<file path="src/sv/stt_pkg.sv">
// Shared types, codes and keyword tables for the source text tokenizer.
// Used by every module of the block; depends on nothing else.
package stt_pkg;

  localparam int KW_MAX_LEN    = 6;                        // word bytes kept for matching
  localparam int KW_TEXT_BYTES = 6;                        // longest keyword
  localparam int KW_COUNT      = 16;
  localparam int WLEN_W        = $clog2(KW_MAX_LEN + 2);   // holds 0 .. KW_MAX_LEN + 1
  localparam int WIDX_W        = $clog2(KW_MAX_LEN);
  localparam int MAX_RES       = 3;                        // results per item
  localparam int QDEPTH        = 4;
  localparam int QPTR_W        = $clog2(QDEPTH);
  localparam int QCNT_W        = $clog2(QDEPTH + 1);

  typedef logic [5:0] tt_t;
  typedef logic [KW_MAX_LEN-1:0][7:0] wbuf_t;
  typedef logic [8*KW_TEXT_BYTES-1:0] kw_text_t;

  typedef enum logic [1:0] {
    KIND_BYTE  = 2'd0,
    KIND_END   = 2'd1,
    KIND_ERROR = 2'd2
  } kind_e;

  typedef enum logic [2:0] {
    MODE_IDLE   = 3'd0,
    MODE_OP     = 3'd1,
    MODE_INT    = 3'd2,
    MODE_FRAC   = 3'd3,
    MODE_WORD   = 3'd4,
    MODE_STRING = 3'd5
  } mode_e;

  typedef enum logic [1:0] {
    PEND_EQ   = 2'd0,
    PEND_GT   = 2'd1,
    PEND_LT   = 2'd2,
    PEND_BANG = 2'd3
  } pend_e;

  localparam tt_t TT_IDENT   = 6'd0;
  localparam tt_t TT_NUMBER  = 6'd1;
  localparam tt_t TT_STRING  = 6'd2;
  localparam tt_t TT_PLUS    = 6'd3;
  localparam tt_t TT_STAR    = 6'd4;
  localparam tt_t TT_MINUS   = 6'd5;
  localparam tt_t TT_SLASH   = 6'd6;
  localparam tt_t TT_PERCENT = 6'd7;
  localparam tt_t TT_LPAREN  = 6'd8;
  localparam tt_t TT_RPAREN  = 6'd9;
  localparam tt_t TT_SEMI    = 6'd10;
  localparam tt_t TT_COMMA   = 6'd11;
  localparam tt_t TT_EQ      = 6'd12;   // two-char form is one above, then pairs
  localparam tt_t TT_BOOLEAN = 6'd24;

  localparam logic ERR_UNSUPPORTED  = 1'b0;
  localparam logic ERR_UNTERMINATED = 1'b1;

  localparam logic [7:0] CH_EQ      = 8'h3D;
  localparam logic [7:0] CH_GT      = 8'h3E;
  localparam logic [7:0] CH_LT      = 8'h3C;
  localparam logic [7:0] CH_BANG    = 8'h21;
  localparam logic [7:0] CH_QUOTE   = 8'h22;
  localparam logic [7:0] CH_DOT     = 8'h2E;
  localparam logic [7:0] CH_UNDER   = 8'h5F;
  localparam logic [7:0] CH_NEWLINE = 8'h0A;
  localparam logic [7:0] CH_SPACE   = 8'h20;
  localparam logic [7:0] CH_TAB     = 8'h09;
  localparam logic [7:0] CH_CR      = 8'h0D;
  localparam logic [7:0] CH_PLUS    = 8'h2B;
  localparam logic [7:0] CH_STAR    = 8'h2A;
  localparam logic [7:0] CH_MINUS   = 8'h2D;
  localparam logic [7:0] CH_SLASH   = 8'h2F;
  localparam logic [7:0] CH_PERCENT = 8'h25;
  localparam logic [7:0] CH_LPAREN  = 8'h28;
  localparam logic [7:0] CH_RPAREN  = 8'h29;
  localparam logic [7:0] CH_SEMI    = 8'h3B;
  localparam logic [7:0] CH_COMMA   = 8'h2C;

  // Keyword text right-aligned, zero-padded on the left.
  localparam kw_text_t KW_TEXT [KW_COUNT] = '{
    kw_text_t'("print"), kw_text_t'("do"),   kw_text_t'("end"),    kw_text_t'("let"),
    kw_text_t'("true"),  kw_text_t'("false"), kw_text_t'("and"),   kw_text_t'("or"),
    kw_text_t'("null"),  kw_text_t'("if"),   kw_text_t'("else"),   kw_text_t'("elseif"),
    kw_text_t'("then"),  kw_text_t'("while"), kw_text_t'("fn"),    kw_text_t'("return")
  };
  localparam logic [2:0] KW_LEN [KW_COUNT] = '{
    3'd5, 3'd2, 3'd3, 3'd3, 3'd4, 3'd5, 3'd3, 3'd2,
    3'd4, 3'd2, 3'd4, 3'd6, 3'd4, 3'd5, 3'd2, 3'd6
  };
  localparam tt_t KW_CODE [KW_COUNT] = '{
    6'd20, 6'd21, 6'd22, 6'd23, 6'd24, 6'd24, 6'd25, 6'd26,
    6'd27, 6'd28, 6'd29, 6'd30, 6'd31, 6'd32, 6'd33, 6'd34
  };

  typedef struct packed {
    logic [7:0] char_byte;
    logic       end_of_text;
  } stt_in_t;

  typedef struct packed {
    kind_e      kind;
    logic [7:0] byte_value;
    tt_t        tok_id;
    logic       bool_value;
    logic       error_code;
    logic       last;
  } stt_out_t;

  // All results of one item, front to back.
  typedef struct packed {
    logic [1:0]                count;
    stt_out_t [MAX_RES-1:0]    res;
  } stt_group_t;

  typedef struct packed {
    tt_t  tok_id;
    logic bool_value;
  } kw_hit_t;

  function automatic stt_out_t mk_res(kind_e kind, logic [7:0] b, tt_t t,
                                      logic bv, logic ec);
    stt_out_t r;
    r.kind       = kind;
    r.byte_value = b;
    r.tok_id     = t;
    r.bool_value = bv;
    r.error_code = ec;
    r.last       = 1'b0;
    return r;
  endfunction

  // Match the buffered word against the keyword list; identifier otherwise.
  function automatic kw_hit_t kw_lookup(wbuf_t w, logic [WLEN_W-1:0] len);
    kw_text_t acc;
    kw_hit_t  hit;
    logic     found;
    acc   = '0;
    hit   = '{tok_id: TT_IDENT, bool_value: 1'b0};
    found = 1'b0;
    for (int i = 0; i < KW_TEXT_BYTES; i++) begin
      if (i < len && i < KW_MAX_LEN) begin
        acc = {acc[8*KW_TEXT_BYTES-9:0], w[i]};
      end
    end
    if (len <= KW_MAX_LEN) begin
      for (int k = 0; k < KW_COUNT; k++) begin
        if (!found && len == WLEN_W'(KW_LEN[k]) && acc == KW_TEXT[k]) begin
          found          = 1'b1;
          hit.tok_id     = KW_CODE[k];
          hit.bool_value = (KW_CODE[k] == TT_BOOLEAN) && (KW_LEN[k] == 3'd4);
        end
      end
    end
    return hit;
  endfunction

endpackage

</file>
<file path="src/sv/stt_front.sv">
// Front part: accepts source bytes, runs the scanner state and builds
// the group of up to three results of each item. Depends on stt_pkg.
module stt_front (
  input  logic                clk_i,
  input  logic                rst_ni,
  input  logic                accept_i,
  input  stt_pkg::stt_in_t    in_data_i,
  output logic                push_o,
  output stt_pkg::stt_group_t push_data_o
);

  stt_pkg::mode_e                   mode_q, mode_d;
  stt_pkg::pend_e                   pend_q, pend_d;
  logic [stt_pkg::WLEN_W-1:0]       wlen_q, wlen_d;
  logic                             err_q, err_d;
  stt_pkg::wbuf_t                   wbuf_q, wbuf_d;
  stt_pkg::stt_group_t              grp;
  stt_pkg::kw_hit_t                 kw;
  logic [1:0]                       n;
  logic                             hit;
  logic                             rescan;
  logic [7:0]                       c;
  logic                             eot;

  assign c   = in_data_i.char_byte;
  assign eot = in_data_i.end_of_text;

  function automatic logic is_digit(logic [7:0] b);
    return b >= 8'h30 && b <= 8'h39;
  endfunction

  function automatic logic is_alpha(logic [7:0] b);
    return (b >= 8'h41 && b <= 8'h5A) || (b >= 8'h61 && b <= 8'h7A);
  endfunction

  function automatic logic is_space(logic [7:0] b);
    return b == stt_pkg::CH_SPACE || (b >= stt_pkg::CH_TAB && b <= stt_pkg::CH_CR);
  endfunction

  always_comb begin
    mode_d = mode_q;
    pend_d = pend_q;
    wlen_d = wlen_q;
    err_d  = err_q;
    wbuf_d = wbuf_q;
    grp    = '0;
    n      = 2'd0;
    hit    = 1'b0;
    rescan = 1'b0;
    kw     = '0;

    if (accept_i && !err_q) begin
      rescan = 1'b1;
      // end or extend the token in progress
      unique case (mode_q)
        stt_pkg::MODE_OP: begin
          mode_d = stt_pkg::MODE_IDLE;
          pend_d = stt_pkg::PEND_EQ;
          if (c == stt_pkg::CH_EQ) begin
            grp.res[n] = stt_pkg::mk_res(stt_pkg::KIND_END, 8'd0,
                           stt_pkg::TT_EQ + {3'd0, pend_q, 1'b1}, 1'b0, 1'b0);
            n      = n + 2'd1;
            rescan = 1'b0;
          end else begin
            grp.res[n] = stt_pkg::mk_res(stt_pkg::KIND_END, 8'd0,
                           stt_pkg::TT_EQ + {3'd0, pend_q, 1'b0}, 1'b0, 1'b0);
            n = n + 2'd1;
          end
        end
        stt_pkg::MODE_INT, stt_pkg::MODE_FRAC: begin
          if (is_digit(c) || (c == stt_pkg::CH_DOT && mode_q == stt_pkg::MODE_INT)) begin
            grp.res[n] = stt_pkg::mk_res(stt_pkg::KIND_BYTE, c, stt_pkg::TT_IDENT,
                                         1'b0, 1'b0);
            n      = n + 2'd1;
            rescan = 1'b0;
            if (c == stt_pkg::CH_DOT) mode_d = stt_pkg::MODE_FRAC;
          end else begin
            grp.res[n] = stt_pkg::mk_res(stt_pkg::KIND_END, 8'd0, stt_pkg::TT_NUMBER,
                                         1'b0, 1'b0);
            n      = n + 2'd1;
            mode_d = stt_pkg::MODE_IDLE;
          end
        end
        stt_pkg::MODE_WORD: begin
          if (is_alpha(c) || is_digit(c) || c == stt_pkg::CH_UNDER) begin
            if (wlen_q < stt_pkg::KW_MAX_LEN) wbuf_d[wlen_q[stt_pkg::WIDX_W-1:0]] = c;
            // saturate one past the limit: too long for any keyword
            if (wlen_q <= stt_pkg::KW_MAX_LEN) wlen_d = wlen_q + stt_pkg::WLEN_W'(1);
            grp.res[n] = stt_pkg::mk_res(stt_pkg::KIND_BYTE, c, stt_pkg::TT_IDENT,
                                         1'b0, 1'b0);
            n      = n + 2'd1;
            rescan = 1'b0;
          end else begin
            kw         = stt_pkg::kw_lookup(wbuf_q, wlen_q);
            grp.res[n] = stt_pkg::mk_res(stt_pkg::KIND_END, 8'd0, kw.tok_id,
                                         kw.bool_value, 1'b0);
            n      = n + 2'd1;
            mode_d = stt_pkg::MODE_IDLE;
            wlen_d = '0;
          end
        end
        stt_pkg::MODE_STRING: begin
          rescan = 1'b0;
          if (c == stt_pkg::CH_QUOTE) begin
            grp.res[n] = stt_pkg::mk_res(stt_pkg::KIND_END, 8'd0, stt_pkg::TT_STRING,
                                         1'b0, 1'b0);
            mode_d = stt_pkg::MODE_IDLE;
          end else if (c == stt_pkg::CH_NEWLINE) begin
            grp.res[n] = stt_pkg::mk_res(stt_pkg::KIND_ERROR, 8'd0, stt_pkg::TT_IDENT,
                                         1'b0, stt_pkg::ERR_UNTERMINATED);
            hit = 1'b1;
          end else begin
            grp.res[n] = stt_pkg::mk_res(stt_pkg::KIND_BYTE, c, stt_pkg::TT_IDENT,
                                         1'b0, 1'b0);
          end
          n = n + 2'd1;
        end
        stt_pkg::MODE_IDLE: ;
        default: mode_d = stt_pkg::MODE_IDLE;
      endcase

      // scan the byte from idle
      if (rescan) begin
        priority if (is_space(c)) begin
        end else if (c == stt_pkg::CH_PLUS) begin
          grp.res[n] = stt_pkg::mk_res(stt_pkg::KIND_END, 8'd0, stt_pkg::TT_PLUS, 1'b0, 1'b0);
          n = n + 2'd1;
        end else if (c == stt_pkg::CH_STAR) begin
          grp.res[n] = stt_pkg::mk_res(stt_pkg::KIND_END, 8'd0, stt_pkg::TT_STAR, 1'b0, 1'b0);
          n = n + 2'd1;
        end else if (c == stt_pkg::CH_MINUS) begin
          grp.res[n] = stt_pkg::mk_res(stt_pkg::KIND_END, 8'd0, stt_pkg::TT_MINUS, 1'b0, 1'b0);
          n = n + 2'd1;
        end else if (c == stt_pkg::CH_SLASH) begin
          grp.res[n] = stt_pkg::mk_res(stt_pkg::KIND_END, 8'd0, stt_pkg::TT_SLASH, 1'b0, 1'b0);
          n = n + 2'd1;
        end else if (c == stt_pkg::CH_PERCENT) begin
          grp.res[n] = stt_pkg::mk_res(stt_pkg::KIND_END, 8'd0, stt_pkg::TT_PERCENT,
                                       1'b0, 1'b0);
          n = n + 2'd1;
        end else if (c == stt_pkg::CH_LPAREN) begin
          grp.res[n] = stt_pkg::mk_res(stt_pkg::KIND_END, 8'd0, stt_pkg::TT_LPAREN,
                                       1'b0, 1'b0);
          n = n + 2'd1;
        end else if (c == stt_pkg::CH_RPAREN) begin
          grp.res[n] = stt_pkg::mk_res(stt_pkg::KIND_END, 8'd0, stt_pkg::TT_RPAREN,
                                       1'b0, 1'b0);
          n = n + 2'd1;
        end else if (c == stt_pkg::CH_SEMI) begin
          grp.res[n] = stt_pkg::mk_res(stt_pkg::KIND_END, 8'd0, stt_pkg::TT_SEMI, 1'b0, 1'b0);
          n = n + 2'd1;
        end else if (c == stt_pkg::CH_COMMA) begin
          grp.res[n] = stt_pkg::mk_res(stt_pkg::KIND_END, 8'd0, stt_pkg::TT_COMMA, 1'b0, 1'b0);
          n = n + 2'd1;
        end else if (c == stt_pkg::CH_EQ) begin
          mode_d = stt_pkg::MODE_OP;
          pend_d = stt_pkg::PEND_EQ;
        end else if (c == stt_pkg::CH_GT) begin
          mode_d = stt_pkg::MODE_OP;
          pend_d = stt_pkg::PEND_GT;
        end else if (c == stt_pkg::CH_LT) begin
          mode_d = stt_pkg::MODE_OP;
          pend_d = stt_pkg::PEND_LT;
        end else if (c == stt_pkg::CH_BANG) begin
          mode_d = stt_pkg::MODE_OP;
          pend_d = stt_pkg::PEND_BANG;
        end else if (c == stt_pkg::CH_QUOTE) begin
          mode_d = stt_pkg::MODE_STRING;
        end else if (is_digit(c)) begin
          grp.res[n] = stt_pkg::mk_res(stt_pkg::KIND_BYTE, c, stt_pkg::TT_IDENT, 1'b0, 1'b0);
          n      = n + 2'd1;
          mode_d = stt_pkg::MODE_INT;
        end else if (is_alpha(c)) begin
          wbuf_d[0]  = c;
          wlen_d     = stt_pkg::WLEN_W'(1);
          grp.res[n] = stt_pkg::mk_res(stt_pkg::KIND_BYTE, c, stt_pkg::TT_IDENT, 1'b0, 1'b0);
          n      = n + 2'd1;
          mode_d = stt_pkg::MODE_WORD;
        end else begin
          grp.res[n] = stt_pkg::mk_res(stt_pkg::KIND_ERROR, c, stt_pkg::TT_IDENT,
                                       1'b0, stt_pkg::ERR_UNSUPPORTED);
          n   = n + 2'd1;
          hit = 1'b1;
        end
      end

      // latch the error, or flush the pending token at end of text
      if (hit) begin
        err_d = 1'b1;
      end else if (eot) begin
        unique case (mode_d)
          stt_pkg::MODE_OP: begin
            grp.res[n] = stt_pkg::mk_res(stt_pkg::KIND_END, 8'd0,
                           stt_pkg::TT_EQ + {3'd0, pend_d, 1'b0}, 1'b0, 1'b0);
            n = n + 2'd1;
          end
          stt_pkg::MODE_INT, stt_pkg::MODE_FRAC: begin
            grp.res[n] = stt_pkg::mk_res(stt_pkg::KIND_END, 8'd0, stt_pkg::TT_NUMBER,
                                         1'b0, 1'b0);
            n = n + 2'd1;
          end
          stt_pkg::MODE_WORD: begin
            kw         = stt_pkg::kw_lookup(wbuf_d, wlen_d);
            grp.res[n] = stt_pkg::mk_res(stt_pkg::KIND_END, 8'd0, kw.tok_id,
                                         kw.bool_value, 1'b0);
            n = n + 2'd1;
          end
          stt_pkg::MODE_STRING: begin
            grp.res[n] = stt_pkg::mk_res(stt_pkg::KIND_ERROR, 8'd0, stt_pkg::TT_IDENT,
                                         1'b0, stt_pkg::ERR_UNTERMINATED);
            n = n + 2'd1;
          end
          stt_pkg::MODE_IDLE: ;
          default: ;
        endcase
      end
    end

    // end of text returns the scanner to its reset state
    if (accept_i && eot) begin
      mode_d = stt_pkg::MODE_IDLE;
      pend_d = stt_pkg::PEND_EQ;
      wlen_d = '0;
      err_d  = 1'b0;
    end

    if (n != 2'd0) grp.res[n - 2'd1].last = 1'b1;
    grp.count = n;
  end

  assign push_o      = accept_i && (n != 2'd0);
  assign push_data_o = grp;

  always_ff @(posedge clk_i or negedge rst_ni) begin
    if (!rst_ni) begin
      mode_q <= stt_pkg::MODE_IDLE;
      pend_q <= stt_pkg::PEND_EQ;
      wlen_q <= '0;
      err_q  <= 1'b0;
    end else begin
      mode_q <= mode_d;
      pend_q <= pend_d;
      wlen_q <= wlen_d;
      err_q  <= err_d;
    end
  end

  // word bytes are read only after being written in the same word
  always_ff @(posedge clk_i) begin
    wbuf_q <= wbuf_d;
  end

`ifndef ASSERT_OFF
  a_quiet_after_error: assert property (@(posedge clk_i) disable iff (!rst_ni)
    err_q |-> !push_o)
    else $error("results produced while discarding after an error");

  a_wlen_outside_word: assert property (@(posedge clk_i) disable iff (!rst_ni)
    mode_q != stt_pkg::MODE_WORD |-> wlen_q == '0)
    else $error("word length left over outside a word");
`endif

endmodule

</file>
<file path="src/sv/stt_queue.sv">
// Short queue of result groups between front and back parts.
// Depends on stt_pkg.
module stt_queue (
  input  logic                clk_i,
  input  logic                rst_ni,
  input  logic                push_i,
  input  stt_pkg::stt_group_t push_data_i,
  output logic                full_o,
  input  logic                pop_i,
  output logic                valid_o,
  output stt_pkg::stt_group_t data_o
);

  stt_pkg::stt_group_t               mem_q [stt_pkg::QDEPTH];
  logic [stt_pkg::QPTR_W-1:0]        wr_ptr_q, wr_ptr_d;
  logic [stt_pkg::QPTR_W-1:0]        rd_ptr_q, rd_ptr_d;
  logic [stt_pkg::QCNT_W-1:0]        count_q, count_d;

  assign full_o  = count_q == stt_pkg::QCNT_W'(stt_pkg::QDEPTH);
  assign valid_o = count_q != '0;
  assign data_o  = mem_q[rd_ptr_q];

  always_comb begin
    wr_ptr_d = wr_ptr_q;
    rd_ptr_d = rd_ptr_q;
    count_d  = count_q;
    if (push_i) begin
      wr_ptr_d = (wr_ptr_q == stt_pkg::QPTR_W'(stt_pkg::QDEPTH - 1)) ? '0
                                                                    : wr_ptr_q + 1'b1;
    end
    if (pop_i) begin
      rd_ptr_d = (rd_ptr_q == stt_pkg::QPTR_W'(stt_pkg::QDEPTH - 1)) ? '0
                                                                    : rd_ptr_q + 1'b1;
    end
    if (push_i && !pop_i) count_d = count_q + 1'b1;
    else if (pop_i && !push_i) count_d = count_q - 1'b1;
  end

  always_ff @(posedge clk_i or negedge rst_ni) begin
    if (!rst_ni) begin
      wr_ptr_q <= '0;
      rd_ptr_q <= '0;
      count_q  <= '0;
    end else begin
      wr_ptr_q <= wr_ptr_d;
      rd_ptr_q <= rd_ptr_d;
      count_q  <= count_d;
    end
  end

  always_ff @(posedge clk_i) begin
    if (push_i) mem_q[wr_ptr_q] <= push_data_i;
  end

`ifndef ASSERT_OFF
  a_no_overflow: assert property (@(posedge clk_i) disable iff (!rst_ni)
    push_i |-> !full_o)
    else $error("push into a full queue");

  a_no_underflow: assert property (@(posedge clk_i) disable iff (!rst_ni)
    pop_i |-> valid_o)
    else $error("pop from an empty queue");
`endif

endmodule

</file>
<file path="src/sv/stt_back.sv">
// Back part: takes result groups from the queue and sends their results
// one per cycle while the output is not stalled, through the output register. Depends on stt_pkg.
module stt_back (
  input  logic                clk_i,
  input  logic                rst_ni,
  input  logic                q_valid_i,
  input  stt_pkg::stt_group_t q_data_i,
  output logic                pop_o,
  output logic                out_valid_o,
  input  logic                out_stall_i,
  output stt_pkg::stt_out_t   out_data_o
);

  stt_pkg::stt_group_t cur_q, cur_d;
  logic                cur_valid_q, cur_valid_d;
  logic [1:0]          idx_q, idx_d;
  logic                out_valid_q, out_valid_d;
  stt_pkg::stt_out_t   out_q, out_d;
  logic                adv;
  logic                cur_done;

  assign adv      = !out_valid_q || !out_stall_i;
  assign cur_done = cur_valid_q && adv && (idx_q == cur_q.count - 2'd1);
  assign pop_o    = q_valid_i && (!cur_valid_q || cur_done);

  always_comb begin
    cur_d       = cur_q;
    cur_valid_d = cur_valid_q;
    idx_d       = idx_q;
    out_valid_d = out_valid_q;
    out_d       = out_q;
    if (adv) begin
      out_valid_d = cur_valid_q;
      out_d       = cur_q.res[idx_q];
      if (cur_valid_q) idx_d = cur_done ? 2'd0 : idx_q + 2'd1;
    end
    // refill from the queue as the current group runs out
    if (pop_o) begin
      cur_d       = q_data_i;
      cur_valid_d = 1'b1;
      idx_d       = 2'd0;
    end else if (cur_done) begin
      cur_valid_d = 1'b0;
    end
  end

  always_ff @(posedge clk_i or negedge rst_ni) begin
    if (!rst_ni) begin
      cur_valid_q <= 1'b0;
      idx_q       <= 2'd0;
      out_valid_q <= 1'b0;
    end else begin
      cur_valid_q <= cur_valid_d;
      idx_q       <= idx_d;
      out_valid_q <= out_valid_d;
    end
  end

  always_ff @(posedge clk_i) begin
    cur_q <= cur_d;
    out_q <= out_d;
  end

  assign out_valid_o = out_valid_q;
  assign out_data_o  = out_q;

`ifndef ASSERT_OFF
  a_group_nonempty: assert property (@(posedge clk_i) disable iff (!rst_ni)
    pop_o |-> q_data_i.count != 2'd0)
    else $error("empty result group taken from the queue");
`endif

endmodule

</file>
<file path="src/sv/source_text_tokenizer.sv">
// Top level of the source text tokenizer: front scanner, group queue and
// result sender. Depends on stt_pkg, stt_front, stt_queue and stt_back.
//
//   channel  direction  handshake              payload
//   input    in         in_valid_i/in_stall_o  in_data_i  (stt_in_t)
//   output   out        out_valid_o/out_stall_i out_data_o (stt_out_t)
//
// One byte is accepted each cycle while the group queue has room.
// Results leave one per cycle from the output register while out_stall_i is low, so an
// item with several results holds the output until all have left; the four-group queue
// absorbs such bursts. A result passes the group queue, the current-group register and
// the output register. Reset is asynchronous and needs no clearing pass.
module source_text_tokenizer (
  input  logic              clk_i,
  input  logic              rst_ni,
  input  logic              in_valid_i,
  output logic              in_stall_o,
  input  stt_pkg::stt_in_t  in_data_i,
  output logic              out_valid_o,
  input  logic              out_stall_i,
  output stt_pkg::stt_out_t out_data_o
);

  logic                accept;
  logic                push;
  stt_pkg::stt_group_t push_data;
  logic                q_full;
  logic                pop;
  logic                q_valid;
  stt_pkg::stt_group_t q_data;

  assign in_stall_o = q_full;
  assign accept     = in_valid_i && !q_full;

  stt_front u_front (
    .clk_i       (clk_i),
    .rst_ni      (rst_ni),
    .accept_i    (accept),
    .in_data_i   (in_data_i),
    .push_o      (push),
    .push_data_o (push_data)
  );

  stt_queue u_queue (
    .clk_i       (clk_i),
    .rst_ni      (rst_ni),
    .push_i      (push),
    .push_data_i (push_data),
    .full_o      (q_full),
    .pop_i       (pop),
    .valid_o     (q_valid),
    .data_o      (q_data)
  );

  stt_back u_back (
    .clk_i       (clk_i),
    .rst_ni      (rst_ni),
    .q_valid_i   (q_valid),
    .q_data_i    (q_data),
    .pop_o       (pop),
    .out_valid_o (out_valid_o),
    .out_stall_i (out_stall_i),
    .out_data_o  (out_data_o)
  );

endmodule

</file>
<file path="config.mk">
export PLATFORM = sky130hd
export DESIGN_NAME = source_text_tokenizer
export DESIGN_NICKNAME = d
export VERILOG_FILES = /design/src/sv/stt_pkg.sv /design/src/sv/stt_front.sv /design/src/sv/stt_queue.sv /design/src/sv/stt_back.sv /design/src/sv/source_text_tokenizer.sv
export SDC_FILE = /design/constraint.sdc
export NUM_CORES = 1
export LEC_CHECK = 0
export BUFFER_PORTS_ARGS = -buffer_cell sky130_fd_sc_hd__buf_2
export CAP_MARGIN = 20
export CORE_MARGIN = 2
export CORE_UTILIZATION = 40
export DETAILED_ROUTE_END_ITERATION = 8
export HOLD_SLACK_MARGIN = 0.03
export SKIP_LAST_GASP = 1
export SYNTH_ARGS = -nofsm -noshare
export SYNTH_HDL_FRONTEND = slang
export SYNTH_SLANG_ARGS = --single-unit
</file>
<file path="constraint.sdc">
create_clock -name clk_i -period 6.2 [get_ports clk_i]
set_clock_uncertainty 0.1 [all_clocks]
set_input_delay 0.62 -clock clk_i [delete_from_list [all_inputs] [get_ports clk_i]]
set_output_delay 0.62 -clock clk_i [all_outputs]
set_load 0.05 [all_outputs]
</file>
==> results.md, run 1 <==
- Status: finished clean
- Worst reg2reg setup slack: 0.07 ns
- CP Buf/Inv Count: 2
- Tot GR Track Use: 0.297
- Yosys warns: 0
- Layout area overhead: 16.1%
- Number of H-tree levels: 2
- Slew Viols, Final: 0
- Syn Area/Cell: 10.9 um^2
- Remaining antenna violation count: 0
- Number of synthesized flops with an enable pin: 317
- CTS max path bufs: 3
- Initial antenna violation count: 1
- Post-DP Area: 0.0219 mm^2
- Pre-antenna DRT Iters: 6
- Seq/Total Area, Yosys: 0.503
- FMAX: 163 MHz
- Synth Register Bits: 337
- Reg clk slew, reported paths: 0.06 ns
- Biggest area consumer among synthesized cells: edfxtp_1
- Sw power: 3.00 mW
- Pwr per Cell Area: 363 mW/mm^2
- Fin nets: 1997
- Critical path type: register to register
- CP Cell Sequence: or3b_2 -> o32ai_2 -> a21oi_1 -> a32oi_1 -> o221ai_1 -> a211oi_1 -> buf_4 -> o21ai_0 -> nor4_1 -> and3_1 -> buf_4 -> or4b_1 -> nand3_1 -> a31oi_1
- Die width: 227 um
- Largest net degree at the start of global routing: 57
- Post-Route WL: 76200 um
- TritonCTS clock tree: yes
- Most used cell, CP: buf_4
- HPWL after DPL: 56800 um
- Finished Core Util: 0.472
- Net Count, Synth: 1851
- Num CTS Buffers: 36
- Final-report setup violation count: 0
- Hold Slack: 0.277 ns
- Commonest non-fill, non-tap cell in the layout: edfxtp_1
- CP max stage cell: nor4_1
- CP Max Fanout: 15
- Worst rel slew slack: 0.218
- Library cells used by synthesis: 115
- Worst-Skew Late Latency: 0.56 ns
- Grt total ovfl: 0
- Hold Violations, Final: 0
- Fraction of registers with async set/reset: 0.0593
- Logic pwr share: 0.337
- Clock power share: 0.261
- Hold Crit Class: input port to register
- Slew @ Worst Pin: 1.16 ns
- Detailed Route Iter0 Violations: 2173
- Fin crit share: 0.989
- Synth top area share: 0.478
- Int Power: 5.39 mW
- First-pass GRT wire length: 112000 um
- Leak Pwr: 7.79 nW
- Vias in the first global route: 16600
- Fin crit period: 6.13 ns
- Most used DFF post-synth: edfxtp_1
- CP Launch Type: register
- Synth top area cells: edfxtp_1, mux4_2, nand2_1, o21ai_0, dfrtp_1
- Starting density of the core: 0.406
- Layout cells sized above 1: 0.207
- Req. time, crit path: 6.39 ns
- Top delay family on crit path: compound AO/OA/AOI/OAI gates
- I/O pin count: 34
- Crit path DAT: 6.33 ns
- Endpoint class of the critical path: register
- Post-route cell area: 0.0231 mm^2
- Row cnt: 81
- Largest stage delay on the critical path: 1.00 ns
- Clk sinks: 337
- Antenna Cells: 0
- DRC: 0
- Switch share: 0.357
- Tot Pwr: 8.39 mW
- Most frequent cells in the layout: edfxtp_1, buf_4, nand2_1, nor2_1, o21ai_0
- Port bufs: 33
- DR WL/cell: 28.6 um
- Post-CTS Setup Inserts: 0
- Die height: 227 um
- Max_cap viols: 0
- Area of the mapped netlist: 0.0199 mm^2
- Peak supply drop: 0.000223 V
- Cells after Synth: 1824
- Clock root buffer: clkbuf_16
- Via/cell ratio: 6.41
- Vias: 17000
- Die ar.: 0.0516 mm^2
- Core Region: 0.0491 mm^2
- Unrepaired setup endpoints after global routing: false
- GPL Wtd Cong: 1.01
- Sequential share of power: 0.403
## power by group through the flow
stage	clock network [mW]	registers, mW	logic, mW
6_report	2.19	3.38	2.83
3_3_place_gp	0	3.41	2.81
4_1_cts	2.23	3.38	2.82
3_5_place_dp	0	3.42	2.80
5_1_grt	2.32	3.42	3.01
2_1_floorplan	0	3.47	1.71
## metal layers
layer	up-vias	GRT usage	share of wire
met5	-	0	0
met4	0	0.145	0.053
met3	182	0.0425	0.061
met2	772	0.476	0.46
met1	8585	0.397	0.42
li1	7505	-	-
## stage by stage
step / worst slack, ns / instances / TNS, ns
6_report: 0.0673 / 2660 / 0
5_1_grt: 0.00162 / 2660 / 0
4_1_cts: 0.0791 / 2660 / 0
3_5_place_dp: 0.0370 / 2595 / 0
3_3_place_gp: 0.0121 / 2595 / 0
2_1_floorplan: -0.537 / 1824 / -107.30
## cells in the mapped netlist, types with 22 or more instances
cell      count
nor2b_1      31
nand3_1      90
nor3_1       55
a22oi_1      23
nand4_1      29
mux2i_1      47
edfxtp_1    317
o211ai_1     27
and3_1       22
nand2_1     172
nor2_1      122
buf_2        29
nor4_1       40
o21ai_0     117
and2_1       32
inv_1        33
clkbuf_1     60
a21oi_1      90
mux4_2       51
## worst paths after layout
check / depth (start not counted) / endpoint / startpoint
worst max-delay path: 14 / u_queue.mem_q[2][5] / u_front.mode_q[1]
worst min-delay path: 2 / u_front.err_q / in_data_i[0]
worst max register to register: 14 / u_queue.mem_q[2][5] / u_front.mode_q[1]
worst min register to register: 1 / u_queue.count_q[2] / u_queue.count_q[2]
max in group asynchronous: 2 / u_queue.rd_ptr_q[0] / rst_ni
min in group asynchronous: 2 / u_queue.rd_ptr_q[1] / rst_ni
## state kept, by name, summed over array words and instances, names as in the netlist, 3 cells and up
| signal | count |
|---|---|
| u_front.wbuf_q | 48 |
| u_queue.mem_q | 200 |
| u_front.mode_q | 3 |
| u_back.out_data_o | 19 |
| u_queue.count_q | 3 |
| u_back.cur_q | 50 |
| u_front.wlen_q | 3 |
## layout make-up
class / instances / area [um^2]
timing repair buffer: 223 / 1660
multi-input combinational: 1334 / 9300
clock buffer: 41 / 920
inverter: 38 / 143
fill: 4630 / 25900
tap: 664 / 831
clock inverter: 23 / 264
sequential: 337 / 10000
## kinds of logic (layout without fill, tap and decap cells)
family | Yosys count | in the layout | share of synthesized area
simple gates | 715 | 715 | 0.191
compound gates | 478 | 478 | 0.165
flops | 337 | 337 | 0.503
buf+inv | 153 | 325 | 0.0335
mux | 122 | 122 | 0.0957
fa+ha+maj | 14 | 14 | 0.00917
xor+xnor | 5 | 5 | 0.00220
## timing repair
action,in CTS,in global routing
resized for setup,0,4
hold buffers,1,0
endpoints found under the hold margin,20,0
endpoints found under the setup margin,0,64
## worst register-to-register path: stages, from the launching register on
cell	delay (ns)
dfrtp_1	0.66
or3b_2	0.80
o32ai_2	0.53
a21oi_1	0.12
a32oi_1	0.64
o221ai_1	0.26
a211oi_1	0.33
buf_4	0.19
o21ai_0	0.10
nor4_1	1.00
and3_1	0.33
buf_4	0.12
or4b_1	0.19
nand3_1	0.11
a31oi_1	0.42
Note: power is estimated with default switching activity, not from simulation.
==> inputs of run 2 (changes only) <==
--- a/config.mk
+++ b/config.mk
@@ -7,7 +7,7 @@
 export LEC_CHECK = 0
 export BUFFER_PORTS_ARGS = -buffer_cell sky130_fd_sc_hd__buf_2
 export CAP_MARGIN = 20
-export CORE_MARGIN = 2
+export CORE_MARGIN = 1.5
 export CORE_UTILIZATION = 40
 export DETAILED_ROUTE_END_ITERATION = 8
 export HOLD_SLACK_MARGIN = 0.03
==> run 2 against run 1 <==
Sequential power is essentially flat; global-route usage fell by 0.63 points; final area shrank 0.71%; sequential share of layout area is 0.30 points higher; total power fell by 1.8%; clock power decreased by 5%; worst hold slack got worse by 0.014 ns; worst setup slack improved by 0.40 ns.
==> results.md, run 2 (synthesis gave the netlist of run 1 again) <==
- Clock power share: 0.253 (-0.008)
- Crit path DAT: 5.96 ns (-0.37 ns)
- Tot Pwr: 8.25 mW (-1.8%)
- Regs by FF count: u_queue.mem_q x200, u_back.cur_q x50, u_front.wbuf_q x48
- CP max stage cell: nor3b_4
- Worst Reg-to-Reg Cells: 15 (+1)
- Post-DP Area: 0.0218 mm^2 (-0.54%)
- HPWL after DPL: 55400 um (-2.4%)
- Tot GR Track Use: 0.291 (-0.00633)
- Most frequent cells in the layout: edfxtp_1, nand2_1, buf_4, nor2_1, o21ai_0
- DR WL/cell: 27.9 um (-2.5%)
- Port bufs: 33 (unchanged)
- CP Buf/Inv Count: 2 (unchanged)
- Clk sinks: 337 (unchanged)
- Post-route cell area: 0.0230 mm^2 (-0.71%)
- Switch share: 0.359 (+0.00126)
- Source of the critical timing path: u_front.mode_q[0]
- TritonCTS clock tree: yes
- Req. time, crit path: 6.42 ns (+0.03 ns)
- Starting density of the core: 0.406 (unchanged)
- Clock root buffer: clkbuf_16
- Num CTS Buffers: 37 (+2.8%)
- Post-Route WL: 73800 um (-3.2%)
- Vias: 17000 (-0.46%)
- Slew @ Worst Pin: 1.10 ns (-0.0620 ns)
- Worst R2R End: u_queue.mem_q[3][5]
- Status: finished clean
- Critical path type: register to register
- FMAX: 174 MHz (+6.9%)
- Largest stage delay on the critical path: 0.58 ns (-0.42 ns)
- Peak supply drop: 0.000307 V (+38%)
- Fin crit share: 0.925 (-0.0639)
- CP Max Fanout: 12 (-3)
- Worst reg2reg setup slack: 0.46 ns (+0.40 ns)
- DRC: 0 (unchanged)
- Top delay family on crit path: simple AND/OR/NAND/NOR gates
- Finished Core Util: 0.468 (-0.00334)
- Die width: 226 um (-0.44%)
- Hold Violations, Final: 0 (unchanged)
- Setup ws final: 0.464 ns (+0.396 ns)
- Worst Hold Path EP: u_front.err_q
- Initial antenna violation count: 2 (+1)
- Number of H-tree levels: 2 (unchanged)
- Via/cell ratio: 6.42 (+0.21%)
- Core Region: 0.0491 mm^2 (unchanged)
- Die ar.: 0.0512 mm^2 (-0.88%)
- Unrepaired setup endpoints after global routing: false
- Max_cap viols: 0 (unchanged)
- Logic pwr share: 0.339 (+0.002)
- Hold depth: 2 (unchanged)
- Post-Place Setup Slack: 0.251 ns (+0.214 ns)
- Reg-to-Reg Start: u_front.mode_q[0]
- Largest net degree at the start of global routing: 57 (unchanged)
- Pwr per Cell Area: 359 mW/mm^2 (-1.1%)
- Slew Viols, Final: 0 (unchanged)
- Worst rel slew slack: 0.260 (+0.0417)
- Row cnt: 81 (unchanged)
- Int Power: 5.29 mW (-1.9%)
- Post-cts resize count: 0 (unchanged)
- Sequential share of power: 0.408 (+0.005)
- Layout area overhead: 15.3%
- Fin crit period: 5.74 ns (-0.396 ns)
- Commonest non-fill, non-tap cell in the layout: edfxtp_1
- I/O pin count: 34 (unchanged)
- Reg clk slew, reported paths: 0.06 ns (about the same)
- First-pass GRT wire length: 110000 um (-2.5%)
- Leak Pwr: 7.68 nW (-1.3%)
- Final-report setup violation count: 0 (unchanged)
- Layout cells sized above 1: 0.195 (-0.0122)
- Top reg by flops: u_queue.mem_q
- CP Cell Sequence: nor3b_4 -> buf_4 -> o21ai_0 -> buf_4 -> a21oi_1 -> nand3_1 -> a211oi_1 -> a21oi_1 -> or3b_1 -> or4_1 -> or4_1 -> o22a_1 -> or4b_1 -> nand3_1 -> a31oi_1
- Die height: 226 um (-0.44%)
- Hold_sp: in_data_i[0]
- Remaining antenna violation count: 0 (unchanged)
- Endpoint class of the critical path: register
- GPL Wtd Cong: 0.989 (-2.5%)
- Detailed Route Iter0 Violations: 2150 (-1.1%)
- Max reg flops: 200 (unchanged)
- Pre-antenna DRT Iters: 8 (+2)
- Critical path depth: 15 (+1)
- Grt total ovfl: 0 (unchanged)
- CP Launch Type: register
- CTS max path bufs: 3 (unchanged)
- Worst-Skew Late Latency: 0.58 ns (+0.02 ns)
- Fin nets: 1979 (-0.90%)
- Vias in the first global route: 16500 (-0.41%)
- Sw power: 2.96 mW (-1.4%)
- Hold Crit Class: input port to register
run 2: worst max-delay path by stage:
stage	to	slack (ns)
2_1_floorplan	u_queue.mem_q[0][0]	-0.54
3_3_place_gp	u_queue.mem_q[2][22]	0.35
3_5_place_dp	u_queue.mem_q[1][5]	0.25
4_1_cts	u_queue.mem_q[3][5]	0.60
5_1_grt	u_queue.count_q[2]	0.24
6_report	u_queue.mem_q[3][5]	0.46
run 2: power groups by stage:
stage / combinational (mW) / sequential (mW) / clock (mW)
2_1_floorplan: 1.71 / 3.47 / 0
3_3_place_gp: 2.80 / 3.39 / 0
3_5_place_dp: 2.79 / 3.40 / 0
4_1_cts: 2.80 / 3.36 / 2.12
5_1_grt: 3.00 / 3.40 / 2.21
6_report: 2.80 / 3.36 / 2.08
run 2: final cells by class:
class	instances	area [um^2]
fill	4610	26100
sequential	337	10000
timing repair buffer	204	1540
clock inverter	22	195
inverter	38	143
antenna	1	2.50
multi-input combinational	1334	9290
tap	664	831
clock buffer	42	945
run 2: stage by stage:
step | cells | hold slack, ns | setup TNS, ns
final | 2642 | 0.264 | 0
after CTS | 2641 | 0.234 | 0
after floorplan | 1824 | 0.224 | -107.30
after global placement | 2576 | 0.379 | 0
after detailed placement | 2576 | 0.378 | 0
after global routing | 2642 | 0.266 | 0
run 2: timing repair:
action	4_1_cts	5_1_grt
endpoints found under the setup margin	0	0
setup buffers	0	0
hold buffers	1	0
endpoints found under the hold margin	20	0
run 2: layer usage:
metal  GRT usage  vias to the layer above  share of wire
met5           0                        -              0
met4       0.142                        0          0.051
met3      0.0451                      218          0.075
met2       0.462                      898           0.46
met1       0.387                     8412           0.41
li1            -                     7437              -
